### src/design/rfm_pkg.sv
// ----------------------------------------------------------------------------
// rfm_pkg: shared types and constants for the reciprocal frequency meter
// item layouts, register map, op codes, control states and default widths
// ----------------------------------------------------------------------------
package rfm_pkg;

    // default widths of the counting state
    localparam int ACC_WIDTH_DEF   = 48;
    localparam int COUNT_WIDTH_DEF = 16;

    // fixed field widths
    localparam int TICK_RATE_W    = 24;
    localparam int TIMER_PERIOD_W = 16;
    localparam int CAPTURE_W      = 16;
    localparam int FREQ_W         = 32;
    localparam int FRAC_BITS      = 8;

    // register port
    localparam int DATA_W    = 32;
    localparam int ADDR_W    = 3;
    localparam int REG_IDX_W = 1;

    localparam logic [REG_IDX_W-1:0] REG_TICK_RATE    = 1'd0;
    localparam logic [REG_IDX_W-1:0] REG_TIMER_PERIOD = 1'd1;

    localparam logic [TICK_RATE_W-1:0]    TICK_RATE_RESET    = 24'd250000;
    localparam logic [TIMER_PERIOD_W-1:0] TIMER_PERIOD_RESET = 16'd50000;

    // op codes of an input item
    localparam logic [1:0] OP_OVERFLOW = 2'd0;
    localparam logic [1:0] OP_CAPTURE  = 2'd1;
    localparam logic [1:0] OP_QUERY    = 2'd2;

    typedef struct packed {
        logic [1:0]           op;
        logic [CAPTURE_W-1:0] capture_value;
    } in_item_t;

    typedef struct packed {
        logic [FREQ_W-1:0] frequency;
        logic              no_edges;
        logic              zero_period;
    } out_item_t;

    typedef enum logic [2:0] {
        ST_IDLE,
        ST_MUL,
        ST_ACC,
        ST_DIV,
        ST_RESULT
    } state_t;

endpackage

### src/design/reciprocal_frequency_meter.sv
// ----------------------------------------------------------------------------
// reciprocal_frequency_meter: frequency from input-capture events
// counts timer overflows and capture edges, and answers a query with
// tick_rate * edges * 256 / ticks as unsigned q24.8, saturating
// ----------------------------------------------------------------------------
// usage
//   s_ channel: one item per event; op selects overflow, capture or query
//   m_ channel: one result item per query, none for other ops
//   apb port: tick_rate at 0x0, timer_period at 0x4, write only while idle
// timing
//   overflow: taken while idle, the next item can follow at once
//   capture: a shift-add multiplier forms
//     timer_period * pending overflows one bit a cycle, then one add
//   query: the same multiplier forms the numerator, then a restoring divider
//     takes one quotient bit a cycle; no edges or zero ticks skip the arithmetic
//   one item is in work at a time; s_ready is high only when idle
// reset and stalls
//   reset clears all counters, loads default register values, drops m_valid
//   a result waits in the output register while m_ready is low; items that
//   give no result are still taken, a further query is worked out and then
//   waits for the slot, holding off the input meanwhile
// ----------------------------------------------------------------------------
module reciprocal_frequency_meter #(
    parameter int ACC_WIDTH   = rfm_pkg::ACC_WIDTH_DEF,
    parameter int COUNT_WIDTH = rfm_pkg::COUNT_WIDTH_DEF
) (
    input  logic                        aclk,
    input  logic                        aresetn,
    // event items
    input  logic                        s_valid,
    output logic                        s_ready,
    input  rfm_pkg::in_item_t           s_item,
    // result items
    output logic                        m_valid,
    input  logic                        m_ready,
    output rfm_pkg::out_item_t          m_item,
    // register port
    input  logic                        psel,
    input  logic                        penable,
    input  logic                        pwrite,
    input  logic [rfm_pkg::ADDR_W-1:0]  paddr,
    input  logic [rfm_pkg::DATA_W-1:0]  pwdata,
    output logic [rfm_pkg::DATA_W-1:0]  prdata,
    output logic                        pready
);

    // multiplicand is the wider of the two registers
    localparam int MCAND_W = rfm_pkg::TICK_RATE_W;
    localparam int PROD_W  = MCAND_W + COUNT_WIDTH;
    // numerator bits fed to the divider: product then fraction zeros
    localparam int NUM_W   = PROD_W + rfm_pkg::FRAC_BITS;
    localparam int SUM_W   = ((ACC_WIDTH > PROD_W) ? ACC_WIDTH : PROD_W) + 2;
    localparam int STEP_W  = $clog2(NUM_W);
    localparam int FW      = rfm_pkg::FREQ_W;

    localparam logic [STEP_W-1:0]      MUL_LAST = STEP_W'(COUNT_WIDTH - 1);
    localparam logic [STEP_W-1:0]      DIV_LAST = STEP_W'(NUM_W - 1);
    localparam logic [COUNT_WIDTH-1:0] CNT_MAX  = '1;
    localparam logic [ACC_WIDTH-1:0]   ACC_MAX  = '1;

    // control state
    rfm_pkg::state_t state_reg, state_next;
    logic [rfm_pkg::TICK_RATE_W-1:0]    tick_rate_reg, tick_rate_next;
    logic [rfm_pkg::TIMER_PERIOD_W-1:0] timer_period_reg, timer_period_next;
    logic [COUNT_WIDTH-1:0]             pend_reg, pend_next;
    logic [ACC_WIDTH-1:0]               acc_reg, acc_next;
    logic [COUNT_WIDTH-1:0]             edge_reg, edge_next;
    logic [STEP_W-1:0]                  step_reg, step_next;
    logic                               m_valid_reg, m_valid_next;

    // datapath
    logic [PROD_W-1:0]                  prod_reg, prod_next;
    logic [ACC_WIDTH-1:0]               rem_reg, rem_next;
    logic [FW-1:0]                      quot_reg, quot_next;
    logic                               sat_reg, sat_next;
    logic [rfm_pkg::CAPTURE_W-1:0]      cap_reg, cap_next;
    logic                               is_query_reg, is_query_next;
    logic                               noe_reg, noe_next;
    logic                               zp_reg, zp_next;
    rfm_pkg::out_item_t                 m_item_reg, m_item_next;

    // strobes
    logic s_fire;
    logic out_free;
    logic result_load;
    logic cfg_wr;
    logic [rfm_pkg::REG_IDX_W-1:0] reg_idx;

    // working values
    logic [MCAND_W-1:0]   mcand;
    logic [MCAND_W:0]     mul_sum;
    logic [SUM_W-1:0]     acc_sum;
    logic [ACC_WIDTH:0]   rem_shift;
    logic [ACC_WIDTH:0]   rem_diff;
    logic                 q_bit;

    // ------------------------------------------------------------------
    // register port
    // ------------------------------------------------------------------
    assign pready  = 1'b1;
    assign cfg_wr  = psel && penable && pwrite && pready;
    assign reg_idx = paddr[rfm_pkg::ADDR_W-1:2];

    always_comb begin
        unique case (reg_idx)
            rfm_pkg::REG_TICK_RATE:    prdata = rfm_pkg::DATA_W'(tick_rate_reg);
            rfm_pkg::REG_TIMER_PERIOD: prdata = rfm_pkg::DATA_W'(timer_period_reg);
            default:                   prdata = '0;
        endcase
    end

    // ------------------------------------------------------------------
    // next state
    // ------------------------------------------------------------------
    always_comb begin
        state_next = state_reg;
        unique case (state_reg)
            rfm_pkg::ST_IDLE: begin
                if (s_valid) begin
                    if (s_item.op == rfm_pkg::OP_CAPTURE) begin
                        state_next = rfm_pkg::ST_MUL;
                    end else if (s_item.op == rfm_pkg::OP_QUERY) begin
                        // degenerate queries skip the arithmetic
                        if (edge_reg == '0 || acc_reg == '0) begin
                            state_next = rfm_pkg::ST_RESULT;
                        end else begin
                            state_next = rfm_pkg::ST_MUL;
                        end
                    end
                end
            end
            rfm_pkg::ST_MUL: begin
                if (step_reg == '0) begin
                    state_next = is_query_reg ? rfm_pkg::ST_DIV : rfm_pkg::ST_ACC;
                end
            end
            rfm_pkg::ST_ACC: begin
                state_next = rfm_pkg::ST_IDLE;
            end
            rfm_pkg::ST_DIV: begin
                if (step_reg == '0) begin
                    state_next = rfm_pkg::ST_RESULT;
                end
            end
            rfm_pkg::ST_RESULT: begin
                if (out_free) begin
                    state_next = rfm_pkg::ST_IDLE;
                end
            end
            default: begin
                state_next = rfm_pkg::ST_IDLE;
            end
        endcase
    end

    // ------------------------------------------------------------------
    // state outputs
    // ------------------------------------------------------------------
    always_comb begin
        s_ready     = (state_reg == rfm_pkg::ST_IDLE);
        out_free    = !m_valid_reg || m_ready;
        result_load = (state_reg == rfm_pkg::ST_RESULT) && out_free;
    end

    assign s_fire = s_valid && s_ready;

    // ------------------------------------------------------------------
    // arithmetic slices
    // ------------------------------------------------------------------
    // shift-add multiplier: multiplier bits sit in the low end of prod_reg
    // and leave to the right as partial sums enter at the top
    assign mcand   = is_query_reg ? tick_rate_reg : MCAND_W'(timer_period_reg);
    assign mul_sum = {1'b0, prod_reg[PROD_W-1:COUNT_WIDTH]}
                   + (prod_reg[0] ? {1'b0, mcand} : '0);

    // capture add, saturating at the accumulator maximum
    assign acc_sum = SUM_W'(acc_reg) + SUM_W'(cap_reg) + SUM_W'(prod_reg);

    // restoring division, numerator bits taken msb first from prod_reg
    assign rem_shift = {rem_reg, prod_reg[PROD_W-1]};
    assign rem_diff  = rem_shift - {1'b0, acc_reg};
    assign q_bit     = !rem_diff[ACC_WIDTH];

    // ------------------------------------------------------------------
    // next values
    // ------------------------------------------------------------------
    always_comb begin
        tick_rate_next    = tick_rate_reg;
        timer_period_next = timer_period_reg;
        pend_next         = pend_reg;
        acc_next          = acc_reg;
        edge_next         = edge_reg;
        step_next         = step_reg;
        m_valid_next      = m_valid_reg;
        prod_next         = prod_reg;
        rem_next          = rem_reg;
        quot_next         = quot_reg;
        sat_next          = sat_reg;
        cap_next          = cap_reg;
        is_query_next     = is_query_reg;
        noe_next          = noe_reg;
        zp_next           = zp_reg;
        m_item_next       = m_item_reg;

        if (cfg_wr) begin
            unique case (reg_idx)
                rfm_pkg::REG_TICK_RATE:
                    tick_rate_next = pwdata[rfm_pkg::TICK_RATE_W-1:0];
                rfm_pkg::REG_TIMER_PERIOD:
                    timer_period_next = pwdata[rfm_pkg::TIMER_PERIOD_W-1:0];
                default: ;
            endcase
        end

        unique case (state_reg)
            rfm_pkg::ST_IDLE: begin
                if (s_fire) begin
                    unique case (s_item.op)
                        rfm_pkg::OP_OVERFLOW: begin
                            if (pend_reg != CNT_MAX) begin
                                pend_next = pend_reg + COUNT_WIDTH'(1);
                            end
                        end
                        rfm_pkg::OP_CAPTURE: begin
                            cap_next      = s_item.capture_value;
                            prod_next     = PROD_W'(pend_reg);
                            is_query_next = 1'b0;
                            step_next     = MUL_LAST;
                        end
                        rfm_pkg::OP_QUERY: begin
                            prod_next     = PROD_W'(edge_reg);
                            is_query_next = 1'b1;
                            step_next     = MUL_LAST;
                            quot_next     = '0;
                            sat_next      = 1'b0;
                            rem_next      = '0;
                            noe_next      = (edge_reg == '0);
                            zp_next       = (edge_reg != '0) && (acc_reg == '0);
                        end
                        default: ;
                    endcase
                end
            end
            rfm_pkg::ST_MUL: begin
                prod_next = {mul_sum, prod_reg[COUNT_WIDTH-1:1]};
                if (step_reg == '0) begin
                    step_next = DIV_LAST;
                end else begin
                    step_next = step_reg - STEP_W'(1);
                end
            end
            rfm_pkg::ST_ACC: begin
                if (acc_sum[SUM_W-1:ACC_WIDTH] != '0) begin
                    acc_next = ACC_MAX;
                end else begin
                    acc_next = acc_sum[ACC_WIDTH-1:0];
                end
                if (edge_reg != CNT_MAX) begin
                    edge_next = edge_reg + COUNT_WIDTH'(1);
                end
                pend_next = '0;
            end
            rfm_pkg::ST_DIV: begin
                rem_next  = q_bit ? rem_diff[ACC_WIDTH-1:0] : rem_shift[ACC_WIDTH-1:0];
                prod_next = {prod_reg[PROD_W-2:0], 1'b0};
                quot_next = {quot_reg[FW-2:0], q_bit};
                // a set bit leaving the top means the quotient needs more than 32 bits
                sat_next  = sat_reg | quot_reg[FW-1];
                if (step_reg != '0) begin
                    step_next = step_reg - STEP_W'(1);
                end
            end
            rfm_pkg::ST_RESULT: ;
            default: ;
        endcase

        // output register
        if (result_load) begin
            m_item_next.frequency   = sat_reg ? '1 : quot_reg;
            m_item_next.no_edges    = noe_reg;
            m_item_next.zero_period = zp_reg;
            m_valid_next            = 1'b1;
            acc_next                = '0;
            edge_next               = '0;
        end else if (m_ready) begin
            m_valid_next = 1'b0;
        end
    end

    // ------------------------------------------------------------------
    // registers
    // ------------------------------------------------------------------
    always_ff @(posedge aclk) begin
        if (!aresetn) begin
            state_reg        <= rfm_pkg::ST_IDLE;
            tick_rate_reg    <= rfm_pkg::TICK_RATE_RESET;
            timer_period_reg <= rfm_pkg::TIMER_PERIOD_RESET;
            pend_reg         <= '0;
            acc_reg          <= '0;
            edge_reg         <= '0;
            step_reg         <= '0;
            m_valid_reg      <= 1'b0;
        end else begin
            state_reg        <= state_next;
            tick_rate_reg    <= tick_rate_next;
            timer_period_reg <= timer_period_next;
            pend_reg         <= pend_next;
            acc_reg          <= acc_next;
            edge_reg         <= edge_next;
            step_reg         <= step_next;
            m_valid_reg      <= m_valid_next;
        end
    end

    always_ff @(posedge aclk) begin
        prod_reg     <= prod_next;
        rem_reg      <= rem_next;
        quot_reg     <= quot_next;
        sat_reg      <= sat_next;
        cap_reg      <= cap_next;
        is_query_reg <= is_query_next;
        noe_reg      <= noe_next;
        zp_reg       <= zp_next;
        m_item_reg   <= m_item_next;
    end

    assign m_valid = m_valid_reg;
    assign m_item  = m_item_reg;

    // ------------------------------------------------------------------
    // assertions
    // ------------------------------------------------------------------
    // the two degenerate flags exclude each other
    a_flags_exclusive: assert property (@(posedge aclk) disable iff (!aresetn)
        m_valid |-> !(m_item.no_edges && m_item.zero_period))
        else $error("no_edges and zero_period both set");

    // a flagged result carries zero frequency
    a_flag_zero_freq: assert property (@(posedge aclk) disable iff (!aresetn)
        (m_valid && (m_item.no_edges || m_item.zero_period)) |-> (m_item.frequency == '0))
        else $error("flagged result with nonzero frequency");

    // delivering a query result clears the measurement window
    a_query_clears: assert property (@(posedge aclk) disable iff (!aresetn)
        result_load |=> (acc_reg == '0 && edge_reg == '0 && m_valid_reg))
        else $error("query did not clear accumulator and edge count");

    // a capture commit empties the pending overflow count
    a_capture_clears_pend: assert property (@(posedge aclk) disable iff (!aresetn)
        (state_reg == rfm_pkg::ST_ACC) |=> (pend_reg == '0))
        else $error("pending overflows not cleared by capture");

endmodule
### config.mk
export PLATFORM = sky130hd
export DESIGN_NAME = reciprocal_frequency_meter
export DESIGN_NICKNAME = d
export VERILOG_FILES = /design/src/design/rfm_pkg.sv /design/src/design/reciprocal_frequency_meter.sv
export SDC_FILE = /design/constraint.sdc
export NUM_CORES = 1
export LEC_CHECK = 0
export BUFFER_PORTS_ARGS = -buffer_cell sky130_fd_sc_hd__buf_2
export CORE_MARGIN = 4
export CORE_UTILIZATION = 52
export CTS_BUF_LIST = sky130_fd_sc_hd__clkbuf_8
export CTS_CLUSTER_DIAMETER = 80
export DETAILED_ROUTE_END_ITERATION = 12
export PLACE_DENSITY = 0.7
export SLEW_MARGIN = 10
export SYNTH_ARGS = -nofsm -noshare
export SYNTH_HDL_FRONTEND = slang
export SYNTH_SLANG_ARGS = --single-unit
### constraint.sdc
create_clock -name aclk -period 13.6 [get_ports aclk]
set_input_delay 2.72 -clock aclk [delete_from_list [all_inputs] [get_ports aclk]]
set_output_delay 2.72 -clock aclk [all_outputs]
set_load 0.05 [all_outputs]
==> flow_summary.yaml, run 1 <==
outcome:
  status: "complete, no violations"
clock_network:
  cts_buffers: 52
  cts_sinks: 304
  clock_latency_ns: 0.63
  hold_buffers: 0
  post_cts_buffers: 0
  cts_tree: "yes"
  cts_resized: 0
  cts-root-buf: "clkbuf_8"
  path_clk_slew_ns: 0.06
  clock_path_buffers: 3
  h-tree-depth: 2
detailed_routing:
  route.detailed.drc: 0
  viasPerCell: 5.81
  first_iter_violations: 1267
  drt_wl_total_um: 48200
  vias: 15888
  ant_nets: 0
  drt-wirelength-per-cell_um: 17.6
  dr.pass1.iters: 6
final_layout:
  regArea_um2: 7830
  fillers: 3332
  diodes: 0
  final_cells: 2736
  syn_to_final_growth_pct: 9.07
  multi_input_area_um2: 11200
  final_area_um2: 21700
  drive_gt1_share_pct: 12.9
  finish.net_count: 2404
global_routing:
  grt_pass1_wl_um: 78400
  grt_usage_pct: 22.7
  grt_overflow_total: 0
  grt_pass1_vias: 15348
  grt_max_degree: 92
  grt_antenna_before_repair: 0
logic_synthesis:
  yosysMostFrequentCell: "nand2_1"
  synth.avg_cell_area_um2: 9.43
  synth.top_cells.by_area: "edfxtp_1 (26%), dfxtp_1 (13%), ha_1 (9.0%), a21oi_1 (4.2%), nand2_1 (3.5%)"
  synth_top_cell_by_area: "edfxtp_1"
  ys.warnings.count: 0
  synthTopCellsByCount: "nand2_1 (187), nor2_1 (178), edfxtp_1 (174), a21oi_1 (168), ha_1 (144)"
  ys_types: 85
  synthArstFlopShare_pct: 0
  netlist_area_um2: 19900
  syn-instance-count: 2114
  synth_seq_cells: 304
  synth_ff_type: "edfxtp_1"
  synth_top_area_share_pct: 26.2
  synth_edf_count: 174
  synth-seq-area-share_pct: 39.3
floorplanning:
  io_pins: 129
  core_area_um2: 37800
  rows: 71
  die_area_um2: 41500
  die_x_um: 204
  floorplan.initialDensity_pct: 52.8
  die_h_um: 204
sta:
  setup_viol: 0
  finalSetupTns_ns: 0
  period_needed_ns: 6.57
  grt_setup_unrepaired: "no"
  maxSlewHeadroom_pct: 14.4
  maxSlewViolCount: 0
  post-route-period-util_pct: 48.3
  hold_violations: 0
  skew_ns: 0.0219
  fmax_ghz: 0.152
  worst_hold_slack_ns: 0.429
  worstMarginPinSlew_ns: 1.28
pwr:
  ir_drop_v: 0.0000757
  power.leakage_nw: 9.09
  powerDensity_nw_per_um2: 102
placed_design:
  hpwl_um: 35300
  dp_cells: 2638
  place.gp.congestion: 0.906
  port_buffers: 109
  placed_area_um2: 20700
setup_path:
  crit_type: "primary input to output pin"
  startpoint_type: "primary input"
  crit_arrival_ns: 3.85
  endpoint_kind: "output pin"
  cp.required_ns: 10.88
  cp_max_fo: 27
job:
  maxCapViolCount: 0
min_path:
  hold_class: "register to register"
[report_power, final]
group          total [W]  switching (W)  internal, W
Clock           0.000804       0.000386     0.000418
Combinational   0.000381       0.000238     0.000142
Sequential       0.00104      0.0000311      0.00101
[metrics by stage]
stage          worst slack (ns)  total power, W  util [%]
2_1_floorplan              5.36         0.00135         -
3_3_place_gp               7.05         0.00143      54.9
3_5_place_dp               7.03         0.00144      54.9
4_1_cts                    7.03         0.00224      57.6
5_1_grt                    6.98         0.00233      57.6
6_report                   7.03         0.00222      57.6
[metal layers]
metal	GRT usage, %	wire (µm)
met5	0	0
met4	5.56	968
met3	3.94	2480
met2	35.7	21700
met1	32.9	23000
[worst max-delay path, cell delays in order]
cell and delay (ns):
buf_2 0.49, mux2_2 0.42, buf_2 0.21
[cell usage in the layout (no fill, tap or decap), drive strengths merged, types with 19 or more instances in the layout]
cell type,netlist,routed
dfxtp,130,130
a21boi,36,36
edfxtp,174,174
nor4,19,19
a21oi,171,171
xnor2,71,71
nand4,26,26
or2,40,40
clkbuf,85,59
ha,144,144
nand2,188,188
nor2,180,180
a21o,62,62
o21ai,65,65
buf,30,121
mux2i,70,70
fa,19,19
a211oi,36,36
inv,100,129
nand3,46,46
nor2b,40,40
mux2,19,19
and3,65,65
xor2,58,58
a221oi,41,41
[final cells by class]
type / count / share of cell area, %
inverter: 100 / 1.73
multi-input combinational: 1602 / 51.7
sequential: 304 / 36.0
clock buffer: 59 / 3.74
tap: 511 / 2.94
timing repair buffer: 121 / 2.92
clock inverter: 39 / 0.910
[kinds of logic (layout without fill, tap and decap cells)]
family	Yosys count	count (layout)	share of synthesized area [%]
multiplexers	89	89	4.59
AO/OA/AOI/OAI	531	531	18.2
AND/OR/NAND/NOR	681	681	16.7
buffers and inverters	215	319	4.59
other	2	9	0.0377
XOR/XNOR	129	129	5.67
flip-flops	304	304	39.3
adder cells (fa/ha/maj)	163	163	10.9
[path summary, 6_finish.rpt]
kind / cells past startpoint / startpoint / slack [ns] / to
hold reg to reg: 0 / zp_reg$_DFFE_PP_ / 0.43 / m_item[0]$_DFFE_PP_
hold / removal: 0 / zp_reg$_DFFE_PP_ / 0.43 / m_item[0]$_DFFE_PP_
setup reg to reg: 14 / prod_reg[39]$_DFFE_PP_ / 8.79 / rem_reg[28]$_SDFFCE_PN0P_
setup / recovery: 3 / paddr[2] / 7.03 / prdata[7]
(Power assumes the default switching activity.)
==> run 2, diff against run 1 <==
Clock period 13.6 ns to 6.5 ns, I/O delays scaled along.
==> run 2 against run 1 <==
Compared with the run above: flip-flop and latch count unchanged; register-to-register slack lost 7.2 ns; wire length fell by 0.17%; non-clock buffer count is 1 higher; core utilization up 0.30 points; power rose by 120%.
==> flow_summary.yaml, run 2 (same netlist as run 1, synthesis figures left out) <==
setup_path:
  crit_arrival_ns: 5.36
  regToRegSetupSlack_ns: 1.56
  timing.rr.start: "prod_reg[0]$_DFFE_PP_"
  r2r_end: "acc_reg[2]$_SDFFE_PP0N_"
  crit_type: "register to register"
  cp.required_ns: 6.92
  endpoint_kind: "register"
  ff2ff_path_depth: 15
  startpoint_type: "register"
  cp_max_fo: 25
clock_network:
  cts_buffers: 52
  cts_tree: "yes"
  cts_resized: 0
  path_clk_slew_ns: 0.06
  cts_sinks: 304
  clock_latency_ns: 0.62
  clock_path_buffers: 3
  hold_buffers: 0
  post_cts_buffers: 0
  cts-root-buf: "clkbuf_8"
  h-tree-depth: 2
final_layout:
  layout_common_cells: "nand2_1 (186), nor2_1 (175), edfxtp_1 (174)"
  drive_gt1_share_pct: 13.3
  final_common_cell: "nand2_1"
  regArea_um2: 7830
  syn_to_final_growth_pct: 9.63
  diodes: 0
  finish.net_count: 2405
  fillers: 3264
  multi_input_area_um2: 11200
global_routing:
  grt_use_met3_pct: 3.39
  grt_max_degree: 91
  grt_usage_pct: 22.7
  grt_pass1_vias: 15335
  use_met1_pct: 33.1
  grt_pass1_wl_um: 78700
  grt_antenna_before_repair: 0
  grt.busiest_layer: "met2"
  grt_overflow_total: 0
  met2_usage_pct: 36.1
sta:
  period_needed_ns: 4.94
  layout_setup_ws_ns: 1.56
  maxSlewHeadroom_pct: 20.5
  setup_viol: 0
  skew_ns: 0.0347
  grt_setup_unrepaired: "no"
  hold_violations: 0
  post-route-period-util_pct: 76.0
  worstMarginPinSlew_ns: 1.19
  maxSlewViolCount: 0
  finalSetupTns_ns: 0
  fmax_ghz: 0.203
detailed_routing:
  viasPerCell: 5.82
  drt_wl_total_um: 48100
  vias: 15912
  first_iter_violations: 1194
  ant_nets: 0
  route.detailed.drc: 0
  drt-wirelength-per-cell_um: 17.6
  dr.pass1.iters: 5
placed_design:
  place.gp.congestion: 0.946
  hpwl_um: 35300
  port_buffers: 109
  dp_slack_ns: 1.60
min_path:
  worstHoldPathCells: 0
  hold_class: "register to register"
  worstHoldStart: "zp_reg$_DFFE_PP_"
  worstHoldEndpoint: "m_item[0]$_DFFE_PP_"
pwr:
  p_sw_share_pct: 28.7
  p_clk_share_pct: 37.8
  p_int_w: 0.00342
  p_switching_w: 0.00137
  seqPwrFrac_pct: 45.4
  power_frac_comb_pct: 16.8
  power.leakage_nw: 9.11
  ir_drop_v: 0.000145
  powerDensity_nw_per_um2: 219
floorplanning:
  die_x_um: 204
  io_pins: 129
  core_area_um2: 37800
  floorplan.initialDensity_pct: 52.8
  die_h_um: 204
  rows: 71
  die_area_um2: 41500
job:
  maxCapViolCount: 0
outcome:
  status: "complete, no violations"
-- run 2: cell types whose count changed in the layout (fill, tap and decap cells not counted) --
cell and delta:
bufinv_16 +1, clkinv_2 -3, clkbuf_8 +8, inv_8 -2, buf_12 +1, clkinv_1 +3
inv_6 +1, clkinvlp_4 +1, inv_1 -10
-- run 2: worst max-delay path, stage by stage, from the launching register on --
cell and delay [ns]:
edfxtp_1 0.57, inv_1 0.51, fa_1 0.27, inv_1 0.04, ha_1 0.18, a21o_1 0.18, a21oi_1 0.26, o21ai_0 0.18
a31oi_1 0.33, a211o_1 0.26, a21oi_2 0.10, o211ai_1 0.39, a21oi_2 0.21, nor2_2 0.76, buf_4 0.36, a221oi_1 0.11
-- run 2: power by group through the flow --
| stage | Combinational, W | Clock [W] | Sequential [W] |
|---|---|---|---|
| finish | 0.000804 | 0.00181 | 0.00217 |
| global placement | 0.000776 | 0 | 0.00221 |
| global route | 0.000889 | 0.00194 | 0.00218 |
| floorplan | 0.000607 | 0 | 0.00222 |
| CTS | 0.000798 | 0.00184 | 0.00217 |
| detailed placement | 0.000793 | 0 | 0.00221 |
-- run 2: cell type report --
type | instances | area share, %
Sequential cell | 304 | 35.8
Timing Repair Buffer | 122 | 3.00
Multi-Input combinational cell | 1602 | 51.5
Clock buffer | 67 | 4.22
Inverter | 100 | 1.72
Clock inverter | 30 | 0.825
Tap cell | 511 | 2.93
-- run 2: worst max-delay path by stage --
stage / start / to / slack [ns]
final: prod_reg[0]$_DFFE_PP_ / acc_reg[2]$_SDFFE_PP0N_ / 1.56
after global routing: prod_reg[0]$_DFFE_PP_ / acc_reg[2]$_SDFFE_PP0N_ / 1.18
after CTS: prod_reg[0]$_DFFE_PP_ / acc_reg[6]$_SDFFE_PP0N_ / 1.58
after detailed placement: prod_reg[0]$_DFFE_PP_ / acc_reg[9]$_SDFFE_PP0N_ / 1.60
after global placement: prod_reg[0]$_DFFE_PP_ / acc_reg[4]$_SDFFE_PP0N_ / 1.65
after floorplan: s_item[16] / quot_reg[0]$_SDFFCE_PN0P_ / 1.48
-- run 2: through the flow --
step	util, %	power [W]	instances	hold slack (ns)	cell area (µm²)
final	57.9	0.00479	2736	0.437	21800
after global routing	57.9	0.00501	2736	0.440	21800
after CTS	57.9	0.00481	2736	0.440	21800
after detailed placement	54.9	0.00301	2639	0.419	20700
after global placement	54.9	0.00299	2639	0.405	20700
after floorplan	-	0.00282	2121	0.400	20000
-- run 2: metal layers --
metal	vias to the layer above	part of all wire, %
li1	7810	-
met1	7608	48
met2	441	45
met3	53	5.6
met4	0	1.8
met5	-	0
